==> config.mk <==
export PLATFORM = sky130hd
export DESIGN_NAME = uart_transmitter_with_fifo_unit
export DESIGN_NICKNAME = d
export VERILOG_FILES = /design/src/rtl/utx_pkg.sv /design/src/rtl/uart_transmitter_with_fifo_unit.sv /design/src/rtl/utx_front.sv /design/src/rtl/utx_fifo.sv /design/src/rtl/utx_back.sv
export SDC_FILE = /design/constraint.sdc
export NUM_CORES = 1
export LEC_CHECK = 0
export CORE_MARGIN = 4
export CORE_UTILIZATION = 60
export CTS_CLUSTER_DIAMETER = 50
export DETAILED_ROUTE_END_ITERATION = 6
export DONT_BUFFER_PORTS = 1
export PLACE_DENSITY = 0.76
export RECOVER_POWER = 25
export SLEW_MARGIN = 15
export SYNTH_ARGS = -nofsm -noshare
export SYNTH_HDL_FRONTEND = slang
export SYNTH_SLANG_ARGS = --single-unit
==> constraint.sdc <==
create_clock -name clk -period 3 [get_ports clk]
set_input_delay 0.6 -clock clk [delete_from_list [all_inputs] [get_ports clk]]
set_output_delay 0.6 -clock clk [all_outputs]
set_load 0.03 [all_outputs]
==> src/rtl/utx_pkg.sv <==
// Shared types and constants for the 8N1 serial transmitter with byte queue.
`default_nettype none
package utx_pkg;

	// Frame register: eight data bits, stop bit, and a sentinel above them.
	localparam int unsigned FRAME_W  = 10;
	localparam int unsigned BYTE_W   = 8;
	localparam int unsigned PERIOD_W = 16;
	localparam int unsigned QCOUNT_W = 4;
	localparam int unsigned RES_W    = 8;

	localparam logic [PERIOD_W-1:0] PERIOD_RESET = 16'd1667;

	// Item kinds carried on the input tuser.
	localparam logic CMD_PUSH = 1'b0;
	localparam logic CMD_TICK = 1'b1;

	typedef struct packed {
		logic              is_tick;
		logic [BYTE_W-1:0] data;
	} item_t;

	typedef struct packed {
		logic              push;
		logic [BYTE_W-1:0] push_data;
		logic              pop;
	} fifo_ctl_t;

	typedef struct packed {
		logic [QCOUNT_W-1:0] queue_count;
		logic                busy_res;
		logic                push_accepted;
		logic                tx_line;
	} result_t;

endpackage
`default_nettype wire

==> src/rtl/uart_transmitter_with_fifo_unit.sv <==
// Top level of the 8N1 serial transmitter with byte queue.
// Each input item is either a byte push (tuser 0) or one timer tick (tuser 1) and produces
// exactly one result item reporting the line level, whether the push was queued, the busy
// flag and the queue fill. Unless the result stalls, the block takes one item per clock
// cycle: items pass through a two-entry input queue into the transmit engine, which handles
// one item per cycle into a single result register that is refilled in the cycle it is read.
// A frame is a low start bit, eight data bits LSB first and a high stop bit, each lasting
// bit_period ticks (0 acts as 1). bit_period may only be written while no item is in flight.
`default_nettype none
module uart_transmitter_with_fifo_unit #(
	parameter int unsigned QUEUE_DEPTH = 8
) (
	input  wire logic                         clk,
	input  wire logic                         arst_n,
	input  wire logic                         bit_period_we,
	input  wire logic [utx_pkg::PERIOD_W-1:0] bit_period,
	input  wire logic                         s_tvalid,
	output logic                              s_tready,
	input  wire logic [utx_pkg::BYTE_W-1:0]   s_tdata,  // [7:0] data_byte
	input  wire logic                         s_tuser,  // [0] cmd
	output logic                              m_tvalid,
	input  wire logic                         m_tready,
	// [0] tx_line, [1] push_accepted, [2] busy_res, [6:3] queue_count, [7] zero
	output logic [utx_pkg::RES_W-1:0]         m_tdata
);
	localparam int unsigned AW = (QUEUE_DEPTH > 1) ? $clog2(QUEUE_DEPTH) : 1;
	localparam int unsigned CW = $clog2(QUEUE_DEPTH + 1);

	utx_pkg::item_t     item;
	logic               item_valid;
	logic               item_take;
	utx_pkg::fifo_ctl_t fifo_ctl;
	logic [utx_pkg::BYTE_W-1:0] fifo_head;
	logic [CW-1:0]      fifo_count;
	logic               fifo_full;
	utx_pkg::result_t   result;

	utx_front u_front (
		.clk        (clk),
		.arst_n     (arst_n),
		.s_tvalid   (s_tvalid),
		.s_tready   (s_tready),
		.s_tdata    (s_tdata),
		.s_tuser    (s_tuser),
		.item_valid (item_valid),
		.item_take  (item_take),
		.item       (item)
	);

	utx_fifo #(
		.DEPTH (QUEUE_DEPTH),
		.AW    (AW),
		.CW    (CW)
	) u_fifo (
		.clk    (clk),
		.arst_n (arst_n),
		.ctl    (fifo_ctl),
		.head   (fifo_head),
		.count  (fifo_count),
		.full   (fifo_full)
	);

	utx_back #(
		.DEPTH (QUEUE_DEPTH),
		.CW    (CW)
	) u_back (
		.clk           (clk),
		.arst_n        (arst_n),
		.bit_period_we (bit_period_we),
		.bit_period    (bit_period),
		.item_valid    (item_valid),
		.item_take     (item_take),
		.item          (item),
		.fifo_ctl      (fifo_ctl),
		.fifo_head     (fifo_head),
		.fifo_count    (fifo_count),
		.fifo_full     (fifo_full),
		.m_tvalid      (m_tvalid),
		.m_tready      (m_tready),
		.result        (result)
	);

	assign m_tdata = {1'b0, result};

endmodule
`default_nettype wire

==> src/rtl/utx_front.sv <==
// Input side: takes items from the stream and holds them in a two-entry queue.
`default_nettype none
module utx_front (
	input  wire logic                       clk,
	input  wire logic                       arst_n,
	input  wire logic                       s_tvalid,
	output logic                            s_tready,
	input  wire logic [utx_pkg::BYTE_W-1:0] s_tdata,
	input  wire logic                       s_tuser,
	output logic                            item_valid,
	input  wire logic                       item_take,
	output utx_pkg::item_t                  item
);
	utx_pkg::item_t slot_q [2];
	logic       wr_idx_q;
	logic       rd_idx_q;
	logic [1:0] cnt_q;
	logic       accept;
	logic       take;

	assign s_tready   = (cnt_q != 2'd2);
	assign accept     = s_tvalid && s_tready;
	assign item_valid = (cnt_q != 2'd0);
	assign take       = item_take && item_valid;
	assign item       = slot_q[rd_idx_q];

	always_ff @(posedge clk) begin
		if (accept) begin
			slot_q[wr_idx_q].is_tick <= (s_tuser == utx_pkg::CMD_TICK);
			slot_q[wr_idx_q].data    <= s_tdata;
		end
	end

	always_ff @(posedge clk or negedge arst_n) begin
		if (!arst_n) begin
			wr_idx_q <= 1'b0;
			rd_idx_q <= 1'b0;
			cnt_q    <= 2'd0;
		end else begin
			if (accept) wr_idx_q <= ~wr_idx_q;
			if (take) rd_idx_q <= ~rd_idx_q;
			case ({accept, take})
				2'b10:   cnt_q <= cnt_q + 2'd1;
				2'b01:   cnt_q <= cnt_q - 2'd1;
				default: cnt_q <= cnt_q;
			endcase
		end
	end

endmodule
`default_nettype wire

==> src/rtl/utx_fifo.sv <==
// Byte queue: circular memory with a registered head-of-queue read.
`default_nettype none
module utx_fifo #(
	parameter int unsigned DEPTH = 8,
	parameter int unsigned AW    = 3,
	parameter int unsigned CW    = 4
) (
	input  wire logic                       clk,
	input  wire logic                       arst_n,
	input  wire utx_pkg::fifo_ctl_t         ctl,
	output logic [utx_pkg::BYTE_W-1:0]      head,
	output logic [CW-1:0]                   count,
	output logic                            full
);
	localparam logic [AW-1:0] LAST = AW'(DEPTH - 1);

	logic [utx_pkg::BYTE_W-1:0] mem [DEPTH];
	logic [utx_pkg::BYTE_W-1:0] head_q;
	logic [AW-1:0] wr_ptr_q;
	logic [AW-1:0] rd_ptr_q;
	logic [AW-1:0] rd_next;
	logic [AW-1:0] wr_next;
	logic [CW-1:0] cnt_q;

	assign head  = head_q;
	assign count = cnt_q;
	assign full  = (cnt_q == CW'(DEPTH));

	assign wr_next = (wr_ptr_q == LAST) ? '0 : wr_ptr_q + AW'(1);
	assign rd_next = !ctl.pop ? rd_ptr_q : ((rd_ptr_q == LAST) ? '0 : rd_ptr_q + AW'(1));

	// The head register always holds the entry at the next read position,
	// taking a byte written there in the same cycle straight from the write.
	always_ff @(posedge clk) begin
		if (ctl.push) mem[wr_ptr_q] <= ctl.push_data;
		if (ctl.push && (wr_ptr_q == rd_next)) begin
			head_q <= ctl.push_data;
		end else begin
			head_q <= mem[rd_next];
		end
	end

	always_ff @(posedge clk or negedge arst_n) begin
		if (!arst_n) begin
			wr_ptr_q <= '0;
			rd_ptr_q <= '0;
			cnt_q    <= '0;
		end else begin
			if (ctl.push) wr_ptr_q <= wr_next;
			rd_ptr_q <= rd_next;
			case ({ctl.push, ctl.pop})
				2'b10:   cnt_q <= cnt_q + CW'(1);
				2'b01:   cnt_q <= cnt_q - CW'(1);
				default: cnt_q <= cnt_q;
			endcase
		end
	end

endmodule
`default_nettype wire

==> src/rtl/utx_back.sv <==
// Transmit engine: bit timer, frame shifter, queue control and result register.
`default_nettype none
module utx_back #(
	parameter int unsigned DEPTH = 8,
	parameter int unsigned CW    = 4
) (
	input  wire logic                         clk,
	input  wire logic                         arst_n,
	input  wire logic                         bit_period_we,
	input  wire logic [utx_pkg::PERIOD_W-1:0] bit_period,
	input  wire logic                         item_valid,
	output logic                              item_take,
	input  wire utx_pkg::item_t               item,
	output utx_pkg::fifo_ctl_t                fifo_ctl,
	input  wire logic [utx_pkg::BYTE_W-1:0]   fifo_head,
	input  wire logic [CW-1:0]                fifo_count,
	input  wire logic                         fifo_full,
	output logic                              m_tvalid,
	input  wire logic                         m_tready,
	output utx_pkg::result_t                  result
);
	logic [utx_pkg::PERIOD_W-1:0] period_q;
	logic [utx_pkg::PERIOD_W-1:0] period_ticks;
	logic [utx_pkg::PERIOD_W-1:0] countdown_q;
	logic [utx_pkg::FRAME_W-1:0]  frame_q;
	logic                         active_q;
	logic                         line_q;
	logic                         out_valid_q;
	utx_pkg::result_t             result_q;

	logic                         fire;
	logic                         do_push;
	logic                         do_tick;
	logic                         boundary;
	logic                         frame_idle;
	logic                         do_pop;
	logic                         go_idle;
	logic                         line_d;
	logic                         active_d;
	logic [CW-1:0]                count_d;

	assign period_ticks = (period_q == '0) ? utx_pkg::PERIOD_W'(1) : period_q;

	assign fire       = item_valid && (!out_valid_q || m_tready);
	assign item_take  = fire;
	assign do_push    = fire && !item.is_tick;
	assign do_tick    = fire && item.is_tick && active_q;
	assign boundary   = do_tick && (countdown_q <= utx_pkg::PERIOD_W'(1));
	assign frame_idle = (frame_q[utx_pkg::FRAME_W-1:1] == '0);
	assign do_pop     = boundary && frame_idle && (fifo_count != '0);
	assign go_idle    = boundary && frame_idle && (fifo_count == '0);

	assign fifo_ctl.push      = do_push && !fifo_full;
	assign fifo_ctl.push_data = item.data;
	assign fifo_ctl.pop       = do_pop;

	always_comb begin
		line_d = line_q;
		if (do_pop) begin
			line_d = 1'b0;
		end else if (boundary && !frame_idle) begin
			line_d = frame_q[0];
		end
	end

	assign active_d = do_push ? 1'b1 : (go_idle ? 1'b0 : active_q);

	always_comb begin
		count_d = fifo_count;
		if (fifo_ctl.push) count_d = fifo_count + CW'(1);
		else if (do_pop) count_d = fifo_count - CW'(1);
	end

	assign m_tvalid = out_valid_q;
	assign result   = result_q;

	always_ff @(posedge clk) begin
		if (fire) begin
			result_q.tx_line       <= line_d;
			result_q.push_accepted <= fifo_ctl.push;
			result_q.busy_res      <= active_d;
			result_q.queue_count   <= utx_pkg::QCOUNT_W'(count_d);
		end
	end

	always_ff @(posedge clk or negedge arst_n) begin
		if (!arst_n) begin
			period_q    <= utx_pkg::PERIOD_RESET;
			countdown_q <= '0;
			frame_q     <= '0;
			active_q    <= 1'b0;
			line_q      <= 1'b1;
			out_valid_q <= 1'b0;
		end else begin
			if (bit_period_we) period_q <= bit_period;
			if (fire) out_valid_q <= 1'b1;
			else if (m_tready) out_valid_q <= 1'b0;
			line_q   <= line_d;
			active_q <= active_d;
			if (do_push && !active_q) begin
				countdown_q <= period_ticks;
			end else if (boundary) begin
				countdown_q <= period_ticks;
			end else if (do_tick) begin
				countdown_q <= countdown_q - utx_pkg::PERIOD_W'(1);
			end
			if (do_pop) begin
				frame_q <= {2'b11, fifo_head};
			end else if (boundary && !frame_idle) begin
				frame_q <= {1'b0, frame_q[utx_pkg::FRAME_W-1:1]};
			end
		end
	end

	// No frame can be in flight while the transmitter is idle.
	a_idle_no_frame: assert property (@(posedge clk) disable iff (!arst_n)
		!active_q |-> frame_q[utx_pkg::FRAME_W-1:1] == '0)
		else $error("frame pending while idle");

	// A byte is only taken from the queue when one is there.
	a_pop_nonempty: assert property (@(posedge clk) disable iff (!arst_n)
		do_pop |-> fifo_count != '0)
		else $error("pop from empty queue");

	// The queue never holds more than its depth.
	a_count_bound: assert property (@(posedge clk) disable iff (!arst_n)
		fifo_count <= CW'(DEPTH))
		else $error("queue count overflow");

	// A push into a full queue is reported as not accepted in its result.
	a_refused_push: assert property (@(posedge clk) disable iff (!arst_n)
		do_push && fifo_full |=> !result_q.push_accepted && out_valid_q)
		else $error("push into full queue reported as accepted");

endmodule
`default_nettype wire
## Yosys cells after proc, flatten, opt, wreduce, memory -nomap -nowiden

Memories as Yosys holds them, arrays and structs flattened. A register that Yosys moved wholly into a read port is not among the register bits.
Index checks and enable logic that the tools add are counted.

| storage, ports and cells | value |
|---|---|
| logic and storage cells | 88 |
| input port bits | 30 |
| register bits after elaboration | 66 |
| bits in writable memories | 82 |
| memories kept | 2 |

| cells by class | value |
|---|---|
| mux-type cells | 23 |
| bitwise gates (word level) | 2 |
| order comparisons | 1 |
| eq/ne operators | 8 |
| $add $sub $neg | 7 |
| reduce and logical (&&, ||, !) cells | 29 |

Memory list:

| memory | depth | width | rd ports | clocked after Yosys merged registers in | wr ports | RTL line | text |
|---|---|---|---|---|---|---|---|
| u_fifo.mem | 8 | 8 | 1 | 1 | 1 | utx_fifo.sv:17 | `logic [utx_pkg::BYTE_W-1:0] mem [DEPTH];` |
| u_front.slot_q | 2 | 9 | 1 | 0 | 1 | utx_front.sv:14 | `utx_pkg::item_t slot_q [2];` |

Operators with widths:

| kind | number |
|---|---|
| $mux W16 | 4 |
| $mux W10 | 2 |
| $le A16 B1 Y1 const B | 1 |
| $logic_not A16 Y1 | 1 |
| $sub A16 B1 Y16 const B | 1 |
| $logic_and A1 B1 Y1 | 13 |
| $mux W1 | 10 |
| $reduce_bool A2 Y1 | 5 |
| $logic_not A9 Y1 | 1 |
| $mux W3 | 3 |
| $mux W4 | 2 |
| $pmux W4 S2 | 1 |
| $add A3 B1 Y3 const B | 2 |
| $eq A3 B3 Y1 const B | 2 |
| $logic_not A1 Y1 | 5 |
| $add A4 B1 Y4 const B | 1 |
| $eq A2 B1 Y1 const B | 2 |
| $eq A2 B2 Y1 const B | 2 |
| $eq A4 B4 Y1 const B | 1 |
| $logic_not A4 Y1 | 1 |
| $pmux W2 S2 | 1 |
| $reduce_bool A4 Y1 | 1 |
| $sub A4 B1 Y4 const B | 1 |
| $reduce_bool A3 Y1 | 1 |
| other kinds (5) | 6 |

## Logic depth before layout (Yosys ltp)

Gate-level depths: netlist of run 1.

| logic depth | value |
|---|---|
| depth in word-level cells | 10 |
| depth in mapped cells | 11 |

## Hierarchy

Synthesis of run 1 repeated with hierarchy kept, for this count alone.

| second synthesis, totals | value |
|---|---|
| cells, all modules | 473 |
| area, all modules | 6,776.5 um^2 |

By module, submodules not included:

| module | area an instance (um^2) | cells each | instances |
|---|---|---|---|
| utx_fifo | 3,125.5 | 153 | 1 |
| utx_back | 2,797.7 | 273 | 1 |
| utx_front | 842.1 | 45 | 1 |
| uart_transmitter_with_fifo_unit | 11.3 | 2 | 1 |

## Least setup slack after synthesis of run 1

Ideal clock, no wire load.

| timing path | value |
|---|---|
| path type | flip-flop to flip-flop |
| start | register u_front.rd_idx_q |
| end | memory u_fifo.mem[0][0] (netlist bit), enable pin |
| stages on the path, launching flop included | 7 |
| setup slack | 446 ps |
| arrival time | 2,171 ps |
| clock period less this slack | 2,554 ps |
| cell sequence | dfrtp_1 > buf_2 > mux2i_2 > o2111ai_1 > inv_2 > nand2b_1 > nor3_1 |

RTL lines:

| what | RTL line | text |
|---|---|---|
| from (decl) | utx_front.sv:16 | `logic rd_idx_q;` |
| from (signal assigned) | utx_front.sv:41 | `if (take) rd_idx_q <= ~rd_idx_q;` |
| to (decl) | utx_fifo.sv:17 |  |

## Final worst setup path of run 1

| timing path | value |
|---|---|
| start | register u_back.out_valid_q, in the netlist u_back.m_tvalid |
| end | register u_back.countdown_q[12] (netlist bit) |

| on the way | value |
|---|---|
| cells in the longest elaborated chain, start to end | 8 |
| elaborated cells on any way between the ends | 11 |
| those cells by class | mux: 2; reduce/logical: 9 |

RTL lines:

| what | RTL line | text |
|---|---|---|
| from (decl) | utx_back.sv:28 | `logic out_valid_q;` |
| from (signal assigned) | utx_back.sv:93 | `out_valid_q <= 1'b0;` |
| from (signal assigned) | utx_back.sv:96 | `if (fire) out_valid_q <= 1'b1;` |
| from (signal assigned) | utx_back.sv:97 | `else if (m_tready) out_valid_q <= 1'b0;` |
| $logic_not A1 Y1 * | utx_back.sv:44 | `assign fire = item_valid && (!out_valid_q \|\| m_tready);` |
| $logic_or A1 B1 Y1 * | utx_back.sv:44 |  |
| $logic_and A1 B1 Y1 * | utx_back.sv:44 |  |
| $logic_and A1 B1 Y1 (2 in a row) | utx_back.sv:47 | `assign do_tick = fire && item.is_tick && active_q;` |
| $logic_and A1 B1 Y1 | utx_back.sv:48 | `assign boundary = do_tick && (countdown_q <= utx_pkg::PERIOD_W'(1));` |
| $mux W16 | utx_back.sv:102 | `end else if (boundary) begin` |
| $mux W16 | utx_back.sv:100 | `if (do_push && !active_q) begin` |
| to (signal assigned) | utx_back.sv:101 | `countdown_q <= period_ticks;` |
| to (signal assigned) | utx_back.sv:103 | `countdown_q <= period_ticks;` |
| to (signal assigned) | utx_back.sv:105 | `countdown_q <= countdown_q - utx_pkg::PERIOD_W'(1);` |
| to (decl) | utx_back.sv:24 | `logic [utx_pkg::PERIOD_W-1:0] countdown_q;` |

Mark *: on every way between the ends. The rest lies on a longest branch, timed or not.
A chain may end at the register's enable or synchronous reset.

==> results.cfg, run 1 <==
[grt]
busiest_layer = met2
grt_util_all_layers_pct = 24.5
grt_pass1_wl_mm = 23.2
met1_usage_pct = 29.9
grt_pass1_vias = 4290
grt_remaining_overflow = 0
antenna_found_initial = 0
grtUsageMet3_pct = 6.95
met2_usage_pct = 41.2
grt_max_degree = 60

[clock_tree]
clock_sinks = 151
cts_tree = done
cts_buffers = 17
cts_root_buf = clkbuf_8
clk_path_buf_depth = 2
htreeDepth = 4
clkLatencyLatePin_ps = 550
path_clk_slew_ps = 70
cts_resized = 0

[job]
max_cap_violations = 0

[timing]
skew_ps = 16.5
grt_setup_unrepaired = no
worst_slew_pin_slew_ps = 1490
hold_violations = 0
post-route-period-util_pct = 94.1
fin_ws_ps = 178
relSlewSlack_pct = 0.731
setup_viol = 0
timing.fmax_mhz = 354
setup_tns_ps = 0
drv_slew = 0
period_minus_slack_ps = 2820

[setup_path]
worst_setup_path_end_kind = flip-flop
r2r_cells = 5
cp_cell_sequence = nand2b_1, nand4_1, o31ai_2, and2_1, a221o_1
worstPathArrival_ps = 3290
crit_fanout = 15
path_depth = 5
cp_top_family = compound AO/OA/AOI/OAI gates
critPathBufInv = 0
required_ps = 3470
critical_path.slowest_cell = o31ai_2
cp-start-kind = flip-flop
critical_path_class = flip-flop to flip-flop
max_stage_delay_ps = 980

[place]
dpl.hpwl_mm = 9.66
dp_slack_ps = 189
place_congestion = 0.891
io_buffers = 0

[floorplan]
ios = 40
die_w_um = 113
coreArea_mm2 = 0.0108
die_y_um = 113
num_rows = 38
start_util_pct = 61.3
dieArea_mm2 = 0.0128

[yosys]
yosysWarnings = 0
synth_edf_count = 89
syn_area_per_cell_um2 = 14.2
ys_types = 61
syn-cell-area_mm2 = 0.00664
synth_top_flop_cell = edfxtp_1
ys_seq_elements = 151
yosysSeqAreaShare_pct = 63.5
async_flop_share_pct = 39.1
netlist_instances = 469
synthesis.nets = 509

[outcome]
status = completed

[power_and_ir_drop]
powerDensity_mw_per_mm2 = 883
vdd.ir_drop.worst_v = 0.000753
p_leak_nw = 2.78

[min_path]
hp-class = input port to flip-flop
hold_path_depth = 1

[layout]
multiInputGateArea_mm2 = 0.00229
regArea_mm2 = 0.00422
utilization_pct = 68.7
nets = 530
layout-drive-gt1-share_pct = 21.1
fillers = 725
antennaDiodeCount = 0
syn2layout_area_growth_pct = 12.2

[route]
first_pass_iters = 5
wirelength_mm = 14.3
routedWlPerCell_um = 22.2
dr.first_iter.drc_count = 489
ant_nets = 0
drc_errors = 0
routed_via_density = 6.39
vias = 4109
## worst reg2reg max path, stage by stage (launching register included)
cell	delay (ps)
dfrtp_1	500
nand2b_1	250
nand4_1	280
o31ai_2	990
and2_1	490
a221o_1	240
## per-stage QoR
step	std cells	power, mW	hold WS, ps	instance area, um2
finish	643	6.58	126	7450
floorplan	469	4.08	304	6640
CTS	643	6.60	97.8	7470
detailed placement	609	4.54	306	6880
global placement	609	4.43	306	6880
global route	643	6.90	106	7450
## Yosys cell counts (all sizes together), types with 3 or more instances
cell    instances  area [um2]
a21o            4        30.0
buf            10        50.1
a31oi           3        18.8
dfrtp          53        1330
mux2i          15         154
nand2b          5        31.3
a22o            3        26.3
nand2          26         108
nor4           15         124
nor3           16        91.3
and2            3        18.8
xnor2           8        70.1
o21ai          20         100
and3            3        18.8
nand3           7        35.0
ha             10         125
mux4           16         360
a221o           9        90.1
xor2            3        26.3
dfxtp           3        60.1
o31ai           3        27.5
mux2           30         338
a21oi          10        50.1
nand4           6        37.5
clkbuf         10        37.5
or4             4        30.0
edfxtp         89        2670
inv            13        48.8
o211ai          4        30.0
dfstp           6         158
nor2           34         128
## worst paths after layout
kind | from | end | slack [ps]
min in group asynchronous | arst_n | u_front.wr_idx_q | 990
max in group asynchronous | arst_n | u_back.frame_q[9] | 1130
min | bit_period_we | u_back.period_q[0] | 130
max | u_back.m_tvalid | u_back.countdown_q[12] | 180
min reg2reg | u_back.frame_q[9] | u_back.frame_q[9] | 520
max reg2reg | u_back.m_tvalid | u_back.countdown_q[12] | 180
## sequential cells by signal, summed over array words and instances, names as in the netlist, 2 cells and up, named ones only
register and flops:
u_back.countdown_q 16, u_back.frame_q 10, u_back.period_q 16, u_back.result 7, u_fifo.count 4, u_fifo.mem 64
u_fifo.rd_ptr_q 3, u_fifo.wr_ptr_q 3, u_front.cnt_q 2, u_front.slot_q 18
## power breakdown
group | switching, mW | internal, mW
Combinational | 0.875 | 0.545
Sequential | 0.410 | 2.74
Clock | 0.893 | 1.12
## logic make-up (layout without fill, tap and decap cells)
logic type,Yosys count,after routing,share of synthesized area [%]
compound gates,73,73,7.82
fa+ha+maj,10,10,1.88
xor+xnor,11,11,1.45
simple gates,129,129,10.4
other cells,1,1,0.0565
buf+inv,33,67,2.05
mux,61,61,12.8
flops,151,151,63.5
## routing by layer
| layer | wire length, um | up-vias |
|---|---|---|
| met5 | 0 | - |
| met4 | 366 | 0 |
| met3 | 935 | 33 |
| met2 | 7350 | 152 |
| met1 | 5640 | 2075 |
| li1 | - | 1849 |
## cells in the final DEF, fill, tap and decap left out, drive strengths merged, types with 7 or more instances in the layout
master / synthesis / routed
o21ai: 20 / 20
mux4: 16 / 16
clkbuf: 10 / 18
ha: 10 / 10
clkinv: 0 / 7
edfxtp: 89 / 89
mux2: 30 / 30
a221o: 9 / 9
buf: 10 / 20
nand2: 26 / 26
dfrtp: 53 / 53
nand3: 7 / 7
xnor2: 8 / 8
nor3: 16 / 16
nor2: 34 / 34
inv: 13 / 20
a21oi: 10 / 10
nor4: 15 / 15
mux2i: 15 / 15
## cell type report
class                      count  share of cell area (%)
timing repair buffer          22                    2.22
inverter                      13                   0.655
sequential                   151                    56.6
clock buffer                  17                    5.56
clock inverter                15                    1.91
multi-input combinational    285                    30.7
tap                          140                    2.35
## repair_timing
item / in CTS / in global routing
setup endpoints to repair: 0 / 0
hold buffers: 2 / 0
setup buffers: 0 / 0
hold endpoints to repair: 59 / 0
Note: power is estimated with default switching activity, not from simulation.
==> run 2: changes to the inputs <==
--- a/config.mk
+++ b/config.mk
@@ -5,11 +5,13 @@
 export SDC_FILE = /design/constraint.sdc
 export NUM_CORES = 1
 export LEC_CHECK = 0
+export ABC_AREA = 1
 export CORE_MARGIN = 4
 export CORE_UTILIZATION = 60
 export CTS_CLUSTER_DIAMETER = 50
 export DETAILED_ROUTE_END_ITERATION = 6
 export DONT_BUFFER_PORTS = 1
+export HOLD_SLACK_MARGIN = 0.05
 export PLACE_DENSITY = 0.76
 export RECOVER_POWER = 25
 export SLEW_MARGIN = 15
==> results.cfg, run 2 <==
[yosys]
synth_top_cell_area_share_pct = 38.0
synth_xor_area_share_pct = 1.50
synth_top_area_cell = edfxtp_1
synth_compound_area_share_pct = 7.21
yosysWarnings = 0
muxShareOfSynthArea_pct = 1.12
synth_edf_count = 89
ys_types = 40
synth_top_family_by_area = simple AND/OR/NAND/NOR gates
synth_top_flop_cell = edfxtp_1
synth_fa_ha_area_share_pct = 1.78
synth_top_cells_by_area = edfxtp_1, dfrtp_1, nand2_1, nor2_1, o21ai_0
synth.most_common_cell = nand2_1
netlist_instances = 721
synthTopCellsByCount = nand2_1, nor2_1, edfxtp_1, o21ai_0, dfrtp_1
async_flop_share_pct = 39.1
syn_area_per_cell_um2 = 9.75
synthesis.nets = 761
syn-cell-area_mm2 = 0.00703
yosysSeqAreaShare_pct = 60.0
synthSimpleGateAreaFrac_pct = 23.1
ys_seq_elements = 151

[layout]
largestRegisters = u_fifo.mem (64), u_front.slot_q (18)
fillers = 857
layout_common_cells = nand2_1, nor2_1, edfxtp_1
stdcell_area_mm2 = 0.00773
antennaDiodeCount = 0
utilization_pct = 67.7
final_common_cell = nand2_1
regMostFlops = u_fifo.mem
layout-drive-gt1-share_pct = 12.6
nets = 768
largest_reg_flops = 64
syn2layout_area_growth_pct = 9.97

[route]
top_layer = met4
ant_nets = 0
routedWlPerCell_um = 16.3
vias = 4964
wl_met1_mm = 6.15
wirelength_mm = 14.4
dr.first_iter.drc_count = 510
wl_met2_mm = 6.98
drc_errors = 0
wl_met3_mm = 1.03
first_pass_iters = 5
routed_via_density = 5.62

[floorplan]
start_util_pct = 61.6
ios = 40
coreArea_mm2 = 0.0114
die_y_um = 116
die_w_um = 116
num_rows = 39
dieArea_mm2 = 0.0135

[setup_path]
crit_fanout = 11
worstPathArrival_ps = 2820
path_common_cell = ha_1
max_stage_delay_ps = 420
required_ps = 3290
critical_path_class = flip-flop to flip-flop
cp-start-kind = flip-flop
cp_cell_sequence = inv_1, ha_1, nand2_4, a21oi_2, nand4_1, nor2_2, ha_1, nand2_1, o211ai_1, o21ai_0
cp_top_family = simple AND/OR/NAND/NOR gates
critPathBufInv = 1
critical_path.slowest_cell = nor2_2
worst_setup_path_end_kind = flip-flop

[power_and_ir_drop]
power.internal_mw = 4.60
pwr-share-seq_pct = 45.3
pwr-share-comb_pct = 25.0
clkPwrFrac_pct = 29.6
p_leak_nw = 3.31
vdd.ir_drop.worst_v = 0.000649
powerDensity_mw_per_mm2 = 913
swShare_pct = 34.8
power.switching_mw = 2.46

[timing]
worst_slew_pin_slew_ps = 1470
post-route-period-util_pct = 84.5
setup_viol = 0
skew_ps = 7.71
setup_tns_ps = 0
drv_slew = 0
timing.fmax_mhz = 394
grt_setup_unrepaired = no
period_minus_slack_ps = 2540
hold_violations = 0
relSlewSlack_pct = 2.06

[place]
dpl.hpwl_mm = 9.70
io_buffers = 0
placedInstanceArea_mm2 = 0.00714
place_congestion = 0.926

[clock_tree]
ctsHoldBuffers = 2
htreeDepth = 4
cts_root_buf = clkbuf_16
cts_buffers = 17
clkLatencyLatePin_ps = 420
clock_sinks = 151
clk_path_buf_depth = 2
cts_resized = 0
cts_tree = done
path_clk_slew_ps = 60
post_cts_buffers = 0

[min_path]
hp-class = input port to flip-flop

[grt]
grt_max_degree = 60
grt_pass1_wl_mm = 23.9
grt_remaining_overflow = 0
antenna_found_initial = 0
grt_pass1_vias = 4977
grt_util_all_layers_pct = 23.3

[outcome]
status = completed

[job]
max_cap_violations = 0
## run 2: cell types whose count changed in the layout (fill, tap and decap cells not counted), moves of 20 or more
cell	before	now
inv_1	11	49
o21ai_0	9	56
mux2_2	27	7
nor2_1	34	102
nand2_1	24	193
nand3_1	7	31
## run 2: power by group through the flow
stage          Clock, mW  Sequential, mW  Combinational [mW]
6_report            2.09            3.20                1.77
5_1_grt             2.21            3.25                1.99
4_1_cts             2.12            3.20                1.77
3_5_place_dp           0            3.23                1.72
3_3_place_gp           0            3.21                1.66
2_1_floorplan          0            3.13                1.37
## run 2: final cells by class
type	instances	area [um2]	area share [%]
multi-input cells	488	2440	31.6
clock inverters	14	150	1.94
repair buffers	13	97.6	1.26
clock buffers	18	429	5.55
flip-flops and latches	151	4220	54.5
inverters	57	214	2.77
well taps	143	179	2.31
## run 2: per-layer routing
metal | GRT usage (%) | up-vias
li1 | - | 2402
met1 | 30.9 | 2341
met2 | 37.0 | 196
met3 | 6.99 | 25
met4 | 7.81 | 0
met5 | 0 | -
## run 2: final timing paths
| check | from | end | slack (ps) | cells after the start |
|---|---|---|---|---|
| worst max-delay path | u_back.countdown_q[0] | u_fifo.count[3] | 460 | 10 |
| worst min-delay path | bit_period_we | u_back.period_q[1] | 250 | 1 |
| worst max register to register | u_back.countdown_q[0] | u_fifo.count[3] | 460 | 10 |
| worst min register to register | u_back.frame_q[8] | u_back.frame_q[8] | 500 | 2 |
| max in group asynchronous | arst_n | u_back.countdown_q[1] | 1040 | 2 |
| min in group asynchronous | arst_n | u_fifo.rd_ptr_q[1] | 1070 | 2 |
## run 2: worst reg2reg max path: stages, from the launching register on
cell and delay, ps:
dfrtp_1 410, inv_1 110, ha_1 290, nand2_4 110, a21oi_2 190, nand4_1 200
nor2_2 430, ha_1 350, nand2_1 100, o211ai_1 90, o21ai_0 130
## run 2: cell families (layout without fill, tap and decap cells)
logic type	Yosys count	in the layout
other	1	1
buffers and inverters	82	102
xor gates and xnor gates	12	12
DFF	151	151
and+or+nand+nor	370	370
muxes	7	7
AOI/OAI and AO/OA	88	88
adders and majority gates	10	10
## run 2: metrics by stage
stage / setup slack (ps) / hold WS, ps / std cells / power, mW
detailed placement: 530 / 307 / 850 / 4.95
CTS: 481 / 229 / 884 / 7.09
finish: 464 / 247 / 884 / 7.06
floorplan: 865 / 304 / 721 / 4.50
global route: 253 / 237 / 884 / 7.46
global placement: 709 / 307 / 850 / 4.87
